[config.mk]
export PLATFORM = sky130hd
export DESIGN_NAME = slctc_ctrl
export DESIGN_NICKNAME = d
export VERILOG_FILES = /design/src/slctc_pkg.sv /design/src/slctc_ctrl.sv
export VERILOG_INCLUDE_DIRS = /design/src /design/src/src
export SDC_FILE = /design/constraint.sdc
export NUM_CORES = 1
export LEC_CHECK = 0
export ABC_AREA = 1
export BUFFER_PORTS_ARGS = -buffer_cell sky130_fd_sc_hd__buf_4
export CORE_MARGIN = 5
export CORE_UTILIZATION = 54
export CTS_CLUSTER_SIZE = 40
export DETAILED_ROUTE_END_ITERATION = 12
export PLACE_DENSITY_LB_ADDON = 0.05
export SLEW_MARGIN = 15
export SYNTH_ARGS = -nofsm -noshare
export SYNTH_HDL_FRONTEND = slang
export SYNTH_SLANG_ARGS = --single-unit
[constraint.sdc]
create_clock -name clk -period 3.45 [get_ports clk]
set_input_delay 0.345 -clock clk [delete_from_list [all_inputs] [get_ports clk]]
set_output_delay 0.345 -clock clk [all_outputs]
set_load 0.01 [all_outputs]
[src/split_l1_cache_tag_controller_unit_defines.svh]
// assertion macros for the cache tag controller sequencer
`ifndef SPLIT_L1_CACHE_TAG_CONTROLLER_UNIT_DEFINES_SVH
`define SPLIT_L1_CACHE_TAG_CONTROLLER_UNIT_DEFINES_SVH
`ifndef SYNTHESIS
`define SLCTC_ASSERT(label, clk, rst, prop) \
  label: assert property (@(posedge clk) disable iff (rst) prop) \
    else $error("slctc assertion failed");
`define SLCTC_NEVER(label, clk, rst, expr) \
  label: assert property (@(posedge clk) disable iff (rst) !(expr)) \
    else $error("slctc forbidden condition");
`else
`define SLCTC_ASSERT(label, clk, rst, prop)
`define SLCTC_NEVER(label, clk, rst, expr)
`endif
`endif

[src/slctc_pkg.sv]
// shared codes and control types for the split l1 tag controller
`timescale 1ns / 1ps
`default_nettype none
package slctc_pkg;
  localparam logic [2:0] ACT_READ  = 3'd0;
  localparam logic [2:0] ACT_WRITE = 3'd1;
  localparam logic [2:0] ACT_FETCH = 3'd2;
  localparam logic [2:0] ACT_INVAL = 3'd3;
  localparam logic [2:0] ACT_SNOOP = 3'd4;
  localparam logic [2:0] ACT_CLEAR = 3'd5;

  localparam logic [2:0] OP_NONE  = 3'd0;
  localparam logic [2:0] OP_READ  = 3'd1;
  localparam logic [2:0] OP_RFO   = 3'd2;
  localparam logic [2:0] OP_WT    = 3'd3;
  localparam logic [2:0] OP_WB    = 3'd4;
  localparam logic [2:0] OP_SNOOP = 3'd5;

  localparam logic [1:0] ST_I = 2'd0;
  localparam logic [1:0] ST_S = 2'd1;
  localparam logic [1:0] ST_E = 2'd2;
  localparam logic [1:0] ST_M = 2'd3;

  typedef struct packed {
    logic load;
    logic lookup;
    logic sweep;
    logic advance;
  } ctl_t;

  typedef struct packed {
    logic clear_req;
    logic final_item;
  } stat_t;
endpackage
`default_nettype wire

[src/slctc_ctrl.sv]
// request sequencer: clearing sweep, lookup and result delivery
`timescale 1ns / 1ps
`default_nettype none
`include "split_l1_cache_tag_controller_unit_defines.svh"
module slctc_ctrl import slctc_pkg::*; #(
  parameter int SWEEP_LEN = 16384,
  localparam int SW = $clog2(SWEEP_LEN)
) (
  input  wire logic          clk,
  input  wire logic          rst,
  input  wire logic          in_valid,
  output logic               in_ready,
  output logic               out_valid,
  input  wire logic          out_ready,
  output ctl_t               ctl,
  input  wire stat_t         stat,
  output logic [SW-1:0]      sweep_addr
);
  typedef enum logic [1:0] {S_SWEEP, S_IDLE, S_LOOKUP, S_SEND} state_t;

  state_t        state;
  logic [SW-1:0] cnt;
  logic          boot;

  always_ff @(posedge clk) begin
    if (rst) begin
      state <= S_SWEEP;
      cnt   <= '0;
      boot  <= 1'b1;
    end else begin
      unique case (state)
        S_SWEEP: begin
          cnt <= cnt + 1'b1;
          if (cnt == SW'(SWEEP_LEN - 1)) begin
            cnt   <= '0;
            boot  <= 1'b0;
            state <= boot ? S_IDLE : S_SEND;
          end
        end
        S_IDLE: begin
          if (in_valid) state <= S_LOOKUP;
        end
        S_LOOKUP: begin
          state <= stat.clear_req ? S_SWEEP : S_SEND;
        end
        S_SEND: begin
          if (out_ready && stat.final_item) state <= S_IDLE;
        end
        default: state <= S_IDLE;
      endcase
    end
  end

  assign in_ready    = (state == S_IDLE);
  assign out_valid   = (state == S_SEND);
  assign ctl.load    = in_valid && in_ready;
  assign ctl.lookup  = (state == S_LOOKUP);
  assign ctl.sweep   = (state == S_SWEEP);
  assign ctl.advance = out_valid && out_ready;
  assign sweep_addr  = cnt;

  `SLCTC_NEVER(a_no_overlap, clk, rst, in_ready && out_valid)
  `SLCTC_ASSERT(a_load_lookup, clk, rst, ctl.load |=> ctl.lookup)
  `SLCTC_ASSERT(a_sweep_blocks, clk, rst, ctl.sweep |-> !in_ready && !out_valid)
endmodule
`default_nettype wire

Word-level counts from Yosys, hierarchy flattened:

Cells that the tools add are included.
Widths: inputs -> output; s select.

* add/sub/neg operators: 1
* mux-type cells: 7
* reductions and logical operators: 6
* equal/unequal tests: 7

Operator list (count)
* $add 14x1->14 const B: 1
* $eq 14x14->1 const B: 1
* $mux 14: 1
* $mux 2: 5
* $pmux 2 s4: 1
* $eq 2x2->1 const B: 2
* $ne 2x1->1 const B: 2
* $logic_and 1x1->1: 3
* $reduce_and 3->1: 1
* $eq 2x1->1 const B: 1
* $logic_not 2->1: 1
* $ne 2x2->1 const B: 1
* $reduce_and 2->1: 1

* output and inout bits: 20
* flip-flop bits (word level): 17

Longest topological paths before layout:

Gate-level depths: netlist of run 1.

* depth after elaboration: 3
* mapped depth: 9
* gate-level depth less buffers: 9

Least setup slack after synthesis of run 1:

OpenSTA, ideal clock, no wires.

* kind: reg-to-reg
* start: reg cnt[1], in the netlist sweep_addr[1]
* end: reg state[0]
* clock period less this slack: 1283 ps
* arrival: 1172 ps
* cell stages (with the launch flop): 9
* path slack: 2167 ps
* cells stage by stage: dfxtp_1 -> ha_1 -> nand3_1 -> nor2_1 -> nand2_1 -> nand2_2 -> nand3_1 -> nand3_1 -> inv_1

* word-level cells in the longest chain between the ends: 3

RTL lines
* from (decl): RTL line slctc_ctrl.sv:22 `logic [SW-1:0] cnt;`
* from (signal assigned): RTL line slctc_ctrl.sv:33 `cnt <= cnt + 1'b1;`
* $eq 14x14->1: RTL line slctc_ctrl.sv:34 `if (cnt == SW'(SWEEP_LEN - 1)) begin`
* $ne 2x1->1 (no source line)
* $reduce_and 3->1 (no source line)
* to (signal assigned): RTL line slctc_ctrl.sv:37 `state <= boot ? S_IDLE : S_SEND;`
* to (signal assigned): RTL line slctc_ctrl.sv:44 `state <= stat.clear_req ? S_SWEEP : S_SEND;`
* to (decl): RTL line slctc_ctrl.sv:21 `state_t state;`

Every way passes these cells.
A chain may end at the register's enable or synchronous reset.

Worst setup path after layout of run 1:

* start: reg state[1]
* end: out in_ready

* word-level cells in the longest chain between the ends: 1

RTL lines
* $eq 2x1->1: RTL line slctc_ctrl.sv:54 `assign in_ready = (state == S_IDLE);`
* to (decl): RTL line slctc_ctrl.sv:12 `output logic in_ready,`

Every way passes these cells.

==> impl_metrics.env, run 1 <==
export IMPL_critPathCaptureType="output port"
export IMPL_slowest_stage="dfxtp_1"
export IMPL_p_sw_share_pct=23.3
export IMPL_slew_headroom_pct=83.8
export IMPL_drc=0
export IMPL_htreeDepth=1
export IMPL_comb_power_share_pct=7.1
export IMPL_cp_required_ns=3.11
export IMPL_status="finished, final reports clean"
export IMPL_regArea_sq_um=340
export IMPL_final_common_cell="nand2_1"
export IMPL_internal_power_uw=256
export IMPL_antennaDiodeCount=0
export IMPL_multi_input_area_sq_um=519
export IMPL_tns_ns=0
export IMPL_design_area_sq_um=1190
export IMPL_numCtsBuffers=3
export IMPL_cts_root_buf="clkbuf_4"
export IMPL_clock_sinks=17
export IMPL_layout_drive_gt1_share_pct=26.2
export IMPL_period_needed_ns=1.47
export IMPL_syn_to_final_growth_pct=25.4
export IMPL_placed_cell_area_sq_um=1160
export IMPL_crit_chain="inv_1, nand2_1, inv_1, buf_4"
export IMPL_finalWirelength_mm=1.99
export IMPL_core_area_sq_um=1710
export IMPL_gp_congestion=0.821
export IMPL_ctsHoldBuffers=0
export IMPL_port_buffers=25
export IMPL_yosys_warnings=0
export IMPL_ant_nets=0
export IMPL_drv_cap=0
export IMPL_wire_per_inst_microns=10.5
export IMPL_ys_types=23
export IMPL_final_cell_mix="nand2_1 (32), buf_4 (25), nor2_1 (23), inv_1 (22), dfxtp_1 (17)"
export IMPL_final_period_utilization_pct=42.7
export IMPL_yosys_area_share_simple_pct=40.2
export IMPL_viasPerCell=4.69
export IMPL_antenna_found_initial=0
export IMPL_first_pass_iters=4
export IMPL_worst_hold_path_type="in -> reg"
export IMPL_dieArea_sq_um=2700
export IMPL_r2r_start="sweep_addr[1]"
export IMPL_nets=172
export IMPL_die_y_microns=51.9
export IMPL_hold_viol_final=0
export IMPL_grt_overflow=0
export IMPL_p_per_area_nw_per_um2=280
export IMPL_path_class="reg -> out"
export IMPL_grt_max_degree=10
export IMPL_clkSlewWorstSetupHoldPaths_ns=0.10
export IMPL_worst_pin_slew_ns=0.242
export IMPL_pin_count=26
export IMPL_dp_slack_ns=2.07
export IMPL_worst_slack_ns=1.98
export IMPL_nFillCells=159
export IMPL_fmax_mhz=679
export IMPL_grt_usage_pct=17.4
export IMPL_drt_iter0_markers=17
export IMPL_synth_top_area_share_pct=35.8
export IMPL_setup_violations=0
export IMPL_cts_tree="yes"
export IMPL_synth_top_family_by_area="simple AND/OR/NAND/NOR gates"
export IMPL_power_switching_uw=77.9
export IMPL_dr_total_vias=886
export IMPL_peakVddDrop_uv=247
export IMPL_start_kind="register"
export IMPL_slew_viol_final=0
export IMPL_synthCells=136
export IMPL_ys_top_cells_by_area="dfxtp_1 (36%), nand2_1 (13%), nor2_1 (9.1%)"
export IMPL_synth_compound_area_share_pct=7.64
export IMPL_clk_path_buf_depth=2
export IMPL_crit_path_max_incr_delay_ns=0.42
export IMPL_grt_pass1_vias=848
export IMPL_syn_area_per_cell_sq_um=6.98
export IMPL_start_util_pct=55.6
export IMPL_ys_seq_area_share_pct=35.8
export IMPL_min_from="rst"
export IMPL_die_w_microns=51.9
export IMPL_grt_pass1_wl_mm=3.43
export IMPL_fin_worst_skew_ns=0.0128
export IMPL_ctsResizeCount=0
export IMPL_yosysTopAreaCell="dfxtp_1"
export IMPL_syn_nets=143
export IMPL_critPathMaxFanout=5
export IMPL_crit_arrival_ns=1.13
export IMPL_crit_top_cell="inv_1"
export IMPL_synth_xor_area_share_pct=5.53
export IMPL_synth_fa_ha_area_share_pct=1.32
export IMPL_synth_mux_area_share_pct=0
export IMPL_seqPwrFrac_pct=60.8
export IMPL_synthesis_area_sq_um=950
export IMPL_synth_seq_cells=17
export IMPL_total_power_uw=334
export IMPL_rows=15
export IMPL_rsz0062_at_grt="no"
export IMPL_dp_hpwl_mm=1.57
export IMPL_insertion_delay_ns=0.30
export IMPL_post_cts_buffers=0
export IMPL_pwr_share_clk_pct=32.1
export IMPL_startpoint="state[1]"
export IMPL_p_leak_uw=0.000596
flip-flops by register name, indices dropped and copies added (netlist names):
name,cells
boot,1
sweep_addr,14
state,2
cell type report:
cell class / instances / share of cell area [%]
Multi-Input combinational cell: 95 / 43.6
Sequential cell: 17 / 28.6
Tap cell: 25 / 2.63
Timing Repair Buffer: 25 / 15.8
Inverter: 23 / 7.25
Clock buffer: 4 / 2.21
path summary, 6_finish.rpt:
check | endpoint | slack [ns] | cells after the start
max | in_ready | 1.98 | 4
min | sweep_addr[6] | 0.29 | 2
max reg2reg | state[0] | 2.05 | 8
min reg2reg | boot | 0.46 | 2
through the flow:
step                cells  utilization (%)  hold WS, ns
floorplan             136                -        0.419
global placement      185             68.2        0.433
detailed placement    185             68.2        0.437
CTS                   189             69.7        0.297
global route          189             69.7        0.286
finish                189             69.7        0.294
power by group through the flow:
stage               clock (uW)  sequential (uW)  combinational [uW]
floorplan                    0              208                11.2
global placement             0              207                23.5
detailed placement           0              208                24.0
CTS                        110              203                24.1
global route               124              204                26.6
finish                     107              203                23.8
synth_stat cells:
| cell type | count |
|---|---|
| o211ai_1 | 1 |
| a21oi_1 | 4 |
| o21ai_0 | 4 |
| inv_2 | 1 |
| dfxtp_1 | 17 |
| nor3b_1 | 2 |
| ha_1 | 1 |
| nand2_1 | 32 |
| o21ai_2 | 1 |
| nor2_8 | 1 |
| nor2_4 | 3 |
| nand3_1 | 6 |
| nand2_2 | 6 |
| xnor2_1 | 2 |
| nand4_1 | 1 |
| nand3_2 | 1 |
| nor3_1 | 1 |
| nand3_4 | 1 |
| clkbuf_1 | 1 |
| xor2_1 | 4 |
| inv_1 | 22 |
| nor2_1 | 23 |
| a21oi_4 | 1 |
worst max-delay path, delay by kind of cell, from the launching register on:
family	cells	cell delay (ns)
simple gates	1	0.13
flops	1	0.42
buf+inv	3	0.29
routing by layer:
layer	global-route usage [%]	share of wire [%]	up-vias
met5	0	0	-
met4	11.8	2.7	0
met3	2.58	6.3	5
met2	28.2	47	20
met1	21.0	44	391
li1	-	-	470
kinds of logic (layout without fill, tap and decap cells):
group	count (synthesis)	in the layout
xor gates and xnor gates	6	6
AOI/OAI and AO/OA	11	11
DFF	17	17
adders and majority gates	1	1
and+or+nand+nor	77	77
buffers and inverters	24	52
Power figures use the tool's default switching activity.
==> run 2, diff against run 1 <==
Settings changed: ABC_AREA 1 to 0, CORE_UTILIZATION 54 to 44.
Clock period 3.45 ns to 1.3 ns, I/O delays scaled along.
==> impl_metrics.env, run 2 <==
export IMPL_placed_cell_area_sq_um=1300
export IMPL_grt_max_degree=11
export IMPL_syn_to_final_growth_pct=79.7
export IMPL_critPathMaxFanout=2
export IMPL_slew_headroom_pct=77.5
export IMPL_yosysMostFrequentCell="dfxtp_1"
export IMPL_synth_top_area_share_pct=41.2
export IMPL_nets=165
export IMPL_syn_nets=103
export IMPL_final_cell_mix="buf_4 (54), nor2_1 (12), xnor2_1 (9), dfxtp_2 (9)"
export IMPL_cts_root_buf="clkbuf_4"
export IMPL_violations="negative setup slack"
export IMPL_design_area_sq_um=1480
export IMPL_syn_area_per_cell_sq_um=8.60
export IMPL_hold_depth=2
export IMPL_period_needed_ns=1.62
export IMPL_synth_flop_cell="dfxtp_1"
export IMPL_total_power_uw=943
export IMPL_crit_path_max_incr_delay_ns=0.42
export IMPL_setup_violations=19
export IMPL_start_kind="register"
export IMPL_drt_iter0_markers=14
export IMPL_ys_types=28
export IMPL_drv_cap=0
export IMPL_grt_pass1_vias=840
export IMPL_critPathCaptureType="register"
export IMPL_grt_overflow=0
export IMPL_p_per_area_nw_per_um2=636
export IMPL_ys_seq_area_share_pct=41.2
export IMPL_rr_worst_depth=5
export IMPL_fin_cells=182
export IMPL_dr_total_vias=911
export IMPL_cts_tree="yes"
export IMPL_ant_nets=0
export IMPL_clkSlewWorstSetupHoldPaths_ns=0.11
export IMPL_path_class="reg -> reg"
export IMPL_first_pass_iters=4
export IMPL_dieArea_sq_um=2840
export IMPL_final_common_cell="buf_4"
export IMPL_worst_slack_ns=-0.324
export IMPL_synth_seq_cells=17
export IMPL_port_buffers=25
export IMPL_synthesis_area_sq_um=826
export IMPL_drc=0
export IMPL_die_y_microns=53.3
export IMPL_viasPerCell=5.01
export IMPL_final_period_utilization_pct=125
export IMPL_fin_worst_skew_ns=0.00249
export IMPL_wire_per_inst_microns=13.9
export IMPL_nFillCells=119
export IMPL_clock_sinks=17
export IMPL_worst_hold_path_type="in -> reg"
export IMPL_clk_path_buf_depth=2
export IMPL_status="complete, but fails checks"
export IMPL_ys_top_cells_by_area="dfxtp_1 (41%), xnor2_1 (11%), nor2_1 (5.9%)"
export IMPL_gp_congestion=0.737
export IMPL_ctsHoldBuffers=0
export IMPL_synth_common_cells="dfxtp_1 (17), nor2_1 (13), xnor2_1 (10)"
export IMPL_reg2reg_setup_slack_ns=-0.32
export IMPL_slew_viol_final=0
export IMPL_yosysTopAreaCell="dfxtp_1"
export IMPL_core_area_sq_um=1760
export IMPL_synth_edff_count=0
export IMPL_crit_arrival_ns=1.86
export IMPL_crit_chain="ha_4, nand3_4, or4_4, or3_1, a221oi_2"
export IMPL_grt_pass1_wl_mm=3.95
export IMPL_start_util_pct=46.8
export IMPL_dp_hpwl_mm=1.67
export IMPL_fmax_mhz=616
export IMPL_synthCells=96
export IMPL_placed_cells=172
export IMPL_antenna_found_initial=0
export IMPL_rows=15
export IMPL_synth_async_reset_ratio_pct=0
export IMPL_pin_count=26
export IMPL_grt_usage_pct=20.0
export IMPL_hold_viol_final=0
export IMPL_yosys_warnings=0
export IMPL_slowest_stage="or4_4"
export IMPL_p_leak_uw=0.000640
export IMPL_largest_reg_flops=14
export IMPL_die_w_microns=53.3
export IMPL_cp_required_ns=1.53
export IMPL_antennaDiodeCount=0
export IMPL_layout_drive_gt1_share_pct=60.5
export IMPL_finalWirelength_mm=2.52
export IMPL_peakVddDrop_uv=789
export IMPL_insertion_delay_ns=0.31
export IMPL_worst_pin_slew_ns=0.334
export IMPL_post_route_util_pct=84.1
export IMPL_htreeDepth=1
export IMPL_rsz0062_at_grt="yes"
export IMPL_numCtsBuffers=3
-- run 2: changes by cell type in the layout (fill, tap and decap cells not counted), moves of 3 or more --
cell     previous run  this run
buf_6               0         7
dfxtp_2             0         9
buf_4              25        54
nor2_4              3         0
nor2_1             23        12
nand2_2             6         0
inv_1              22         3
dfxtp_1            17         6
xnor2_1             2         9
nand2_1            32         7
-- run 2: per-stage QoR --
stage | hold slack, ns | setup TNS (ns) | setup WS (ns)
after detailed placement | 0.373 | -1.67 | -0.287
after CTS | 0.0453 | -1.71 | -0.322
after floorplan | 0.391 | -3.10 | -0.351
final | 0.0479 | -4.26 | -0.324
after global placement | 0.375 | -1.55 | -0.265
after global routing | 0.0466 | -5.58 | -0.406
-- run 2: report_power, final --
group / switching [uW] / internal, uW / total [uW]
sequential: 8.65 / 529 / 538
clock: 191 / 115 / 306
combinational: 45.6 / 54.0 / 99.6
total: 245 / 698 / 943
-- run 2: worst max-delay path, delay by kind of cell, from the launching register on --
| family | cells | cell delay (ns) |
|---|---|---|
| compound gates | 1 | 0.21 |
| flops | 1 | 0.37 |
| simple gates | 3 | 0.82 |
| fa+ha+maj | 1 | 0.14 |
-- run 2: worst paths after layout --
check	from	end
hold / removal	rst	sweep_addr[4]
setup / recovery	sweep_addr[0]	state[1]
setup reg to reg	sweep_addr[0]	state[1]
hold reg to reg	boot	boot
-- run 2: kinds of logic (layout without fill, tap and decap cells) --
group | after synthesis | in the layout | synth area share (%)
buffers and inverters | 8 | 69 | 3.79
DFF | 17 | 17 | 41.2
adders and majority gates | 1 | 1 | 1.51
and+or+nand+nor | 49 | 49 | 33.2
AOI/OAI and AO/OA | 9 | 9 | 7.57
xor gates and xnor gates | 12 | 12 | 12.7
-- run 2: layout make-up --
| cell class | count | area [sq um] | area share (%) |
|---|---|---|---|
| repair buffers | 61 | 484 | 32.6 |
| clock inverters | 1 | 5.00 | 0.337 |
| flip-flops and latches | 17 | 359 | 24.2 |
| multi-input cells | 71 | 567 | 38.2 |
| clock buffers | 3 | 22.5 | 1.52 |
| inverters | 4 | 15.0 | 1.01 |
| well taps | 25 | 31.3 | 2.11 |
-- run 2: per-layer routing --
layer  global-route usage (%)  share of wire [%]  vias up
met2                     33.5                 49       27
met1                     23.7                 44      424
li1                         -                  -      455
met3                     4.23                5.1        5
met4                     10.2                1.9        0
met5                        0                  0        -
-- run 2: timing repair --
action	CTS	global route
endpoints found under the setup margin	19	22
buffers inserted	3	3
gates resized for setup	14	10
pin swaps	5	8
hold endpoints to repair	0	0
==> run 3, diff against run 2 <==
Settings changed: HOLD_SLACK_MARGIN set to 0.1.
==> impl_metrics.env, run 3 (synthesis gave the netlist of run 2 again) <==
export IMPL_clk_path_buf_depth=2
export IMPL_clock_sinks=17
export IMPL_die_w_microns=53.3
export IMPL_nFillCells=117
export IMPL_final_cell_mix="buf_4 (54), nor2_1 (12), xnor2_1 (9), dfxtp_2 (9)"
export IMPL_peakVddDrop_uv=789
export IMPL_pwr_share_clk_pct=32.5
export IMPL_rows=15
export IMPL_seqPwrFrac_pct=56.8
export IMPL_dp_hpwl_mm=1.67
export IMPL_critPathMaxFanout=2
export IMPL_drc=0
export IMPL_antennaDiodeCount=0
export IMPL_status="complete, but fails checks"
export IMPL_worst_slack_ns=-0.329
export IMPL_die_y_microns=53.3
export IMPL_finalWirelength_mm=2.55
export IMPL_layout_drive_gt1_share_pct=60.1
export IMPL_internal_power_uw=700
export IMPL_viasPerCell=4.98
export IMPL_cp_required_ns=1.53
export IMPL_violations="negative setup slack"
export IMPL_antenna_found_initial=0
export IMPL_nets=166
export IMPL_dieArea_sq_um=2840
export IMPL_whs_endpoint="state[1]"
export IMPL_grt_max_degree=11
export IMPL_r2r_end="state[1]"
export IMPL_critPathCaptureType="register"
export IMPL_htreeDepth=1
export IMPL_hold_depth=4
export IMPL_path_class="reg -> reg"
export IMPL_dr_total_vias=912
export IMPL_largest_reg_flops=14
export IMPL_slowest_stage="or4_4"
export IMPL_fin_worst_skew_ns=0.00208
export IMPL_drt_iter0_markers=22
export IMPL_grt_pass1_wl_mm=4.00
export IMPL_min_from="stat[0]"
export IMPL_cts_tree="yes"
export IMPL_crit_chain="ha_4, nand3_4, or4_4, or3_1, a221oi_2"
export IMPL_slew_headroom_pct=77.6
export IMPL_wire_per_inst_microns=13.9
export IMPL_worst_pin_slew_ns=0.333
export IMPL_setup_violations=19
export IMPL_comb_power_share_pct=10.8
export IMPL_p_per_area_nw_per_um2=634
export IMPL_worst_hold_path_type="in -> reg"
export IMPL_grt_pass1_vias=843
export IMPL_startpoint="sweep_addr[0]"
export IMPL_rsz0062_at_grt="yes"
export IMPL_gp_congestion=0.737
export IMPL_r2r_start="sweep_addr[0]"
export IMPL_crit_arrival_ns=1.86
export IMPL_grt_overflow=0
export IMPL_start_util_pct=46.8
export IMPL_crit_path_max_incr_delay_ns=0.42
export IMPL_core_area_sq_um=1760
export IMPL_final_period_utilization_pct=125
export IMPL_fmax_mhz=614
export IMPL_p_sw_share_pct=26.1
export IMPL_start_kind="register"
export IMPL_rr_worst_depth=5
export IMPL_dp_slack_ns=-0.287
export IMPL_hold_viol_final=0
export IMPL_numCtsBuffers=3
export IMPL_first_pass_iters=4
export IMPL_clkSlewWorstSetupHoldPaths_ns=0.11
export IMPL_insertion_delay_ns=0.31
export IMPL_grt_usage_pct=20.2
export IMPL_p_leak_uw=0.000644
export IMPL_drv_cap=0
export IMPL_final_common_cell="buf_4"
export IMPL_cts_root_buf="clkbuf_4"
export IMPL_port_buffers=25
export IMPL_period_needed_ns=1.63
export IMPL_power_switching_uw=247
export IMPL_reg2reg_setup_slack_ns=-0.33
export IMPL_syn_to_final_growth_pct=80.9
export IMPL_slew_viol_final=0
export IMPL_ant_nets=0
export IMPL_post_route_util_pct=84.7
export IMPL_pin_count=26
-- run 3: changes by cell type in the layout (fill, tap and decap cells not counted), sizes merged --
| cell | before | now |
|---|---|---|
| dlygate4sd3 | 0 | 1 |
-- run 3: area by class of cell --
class	count	area, sq um	share of cell area (%)
well taps	25	31.3	2.09
inverters	4	15.0	1.01
clock buffers	3	22.5	1.51
clock inverters	1	5.00	0.335
repair buffers	62	494	33.1
multi-input cells	71	567	37.9
flip-flops and latches	17	359	24.0
-- run 3: metal layers --
layer | part of all wire (%) | track usage [%] | up-vias
li1 | - | - | 455
met1 | 43 | 23.9 | 425
met2 | 49 | 33.7 | 27
met3 | 5.7 | 4.51 | 5
met4 | 1.9 | 10.2 | 0
met5 | 0 | 0 | -
-- run 3: power by group through the flow --
stage                     logic (uW)  registers (uW)  clock network, uW
after detailed placement        94.0             550                  0
after CTS                        100             537                305
after floorplan                 30.1             560                  0
after global placement          91.1             549                  0
after global routing             110             540                338
final                            102             538                307
-- run 3: stage by stage --
stage	TNS (ns)	total power [uW]	instance area (sq um)	cells	hold WS (ns)
floorplan	-3.10	590	880	96	0.391
global placement	-1.55	641	1300	172	0.375
detailed placement	-1.67	644	1300	172	0.373
CTS	-1.71	943	1420	180	0.177
global route	-5.61	988	1490	183	0.201
finish	-4.34	947	1490	183	0.170
-- run 3: timing repair --
action / CTS / global route
hold endpoints to repair: 8 / 0
endpoints found under the setup margin: 19 / 22
resized for setup: 14 / 10
hold buffers: 1 / 0
pin swaps: 5 / 8
setup buffers: 3 / 3
-- run 3: how the worst max path moves through the flow --
stage,to,depth (start not counted)
finish,state[1],5
global route,state[1],4
CTS,state[1],5
detailed placement,state[1],5
global placement,state[1],5
floorplan,state[1],5
-- run 3: worst max-delay path: cells and delay by family, from the launching register on --
| family | cells | cell delay [ns] |
|---|---|---|
| fa+ha+maj | 1 | 0.14 |
| compound gates | 1 | 0.21 |
| simple gates | 3 | 0.82 |
| flops | 1 | 0.37 |
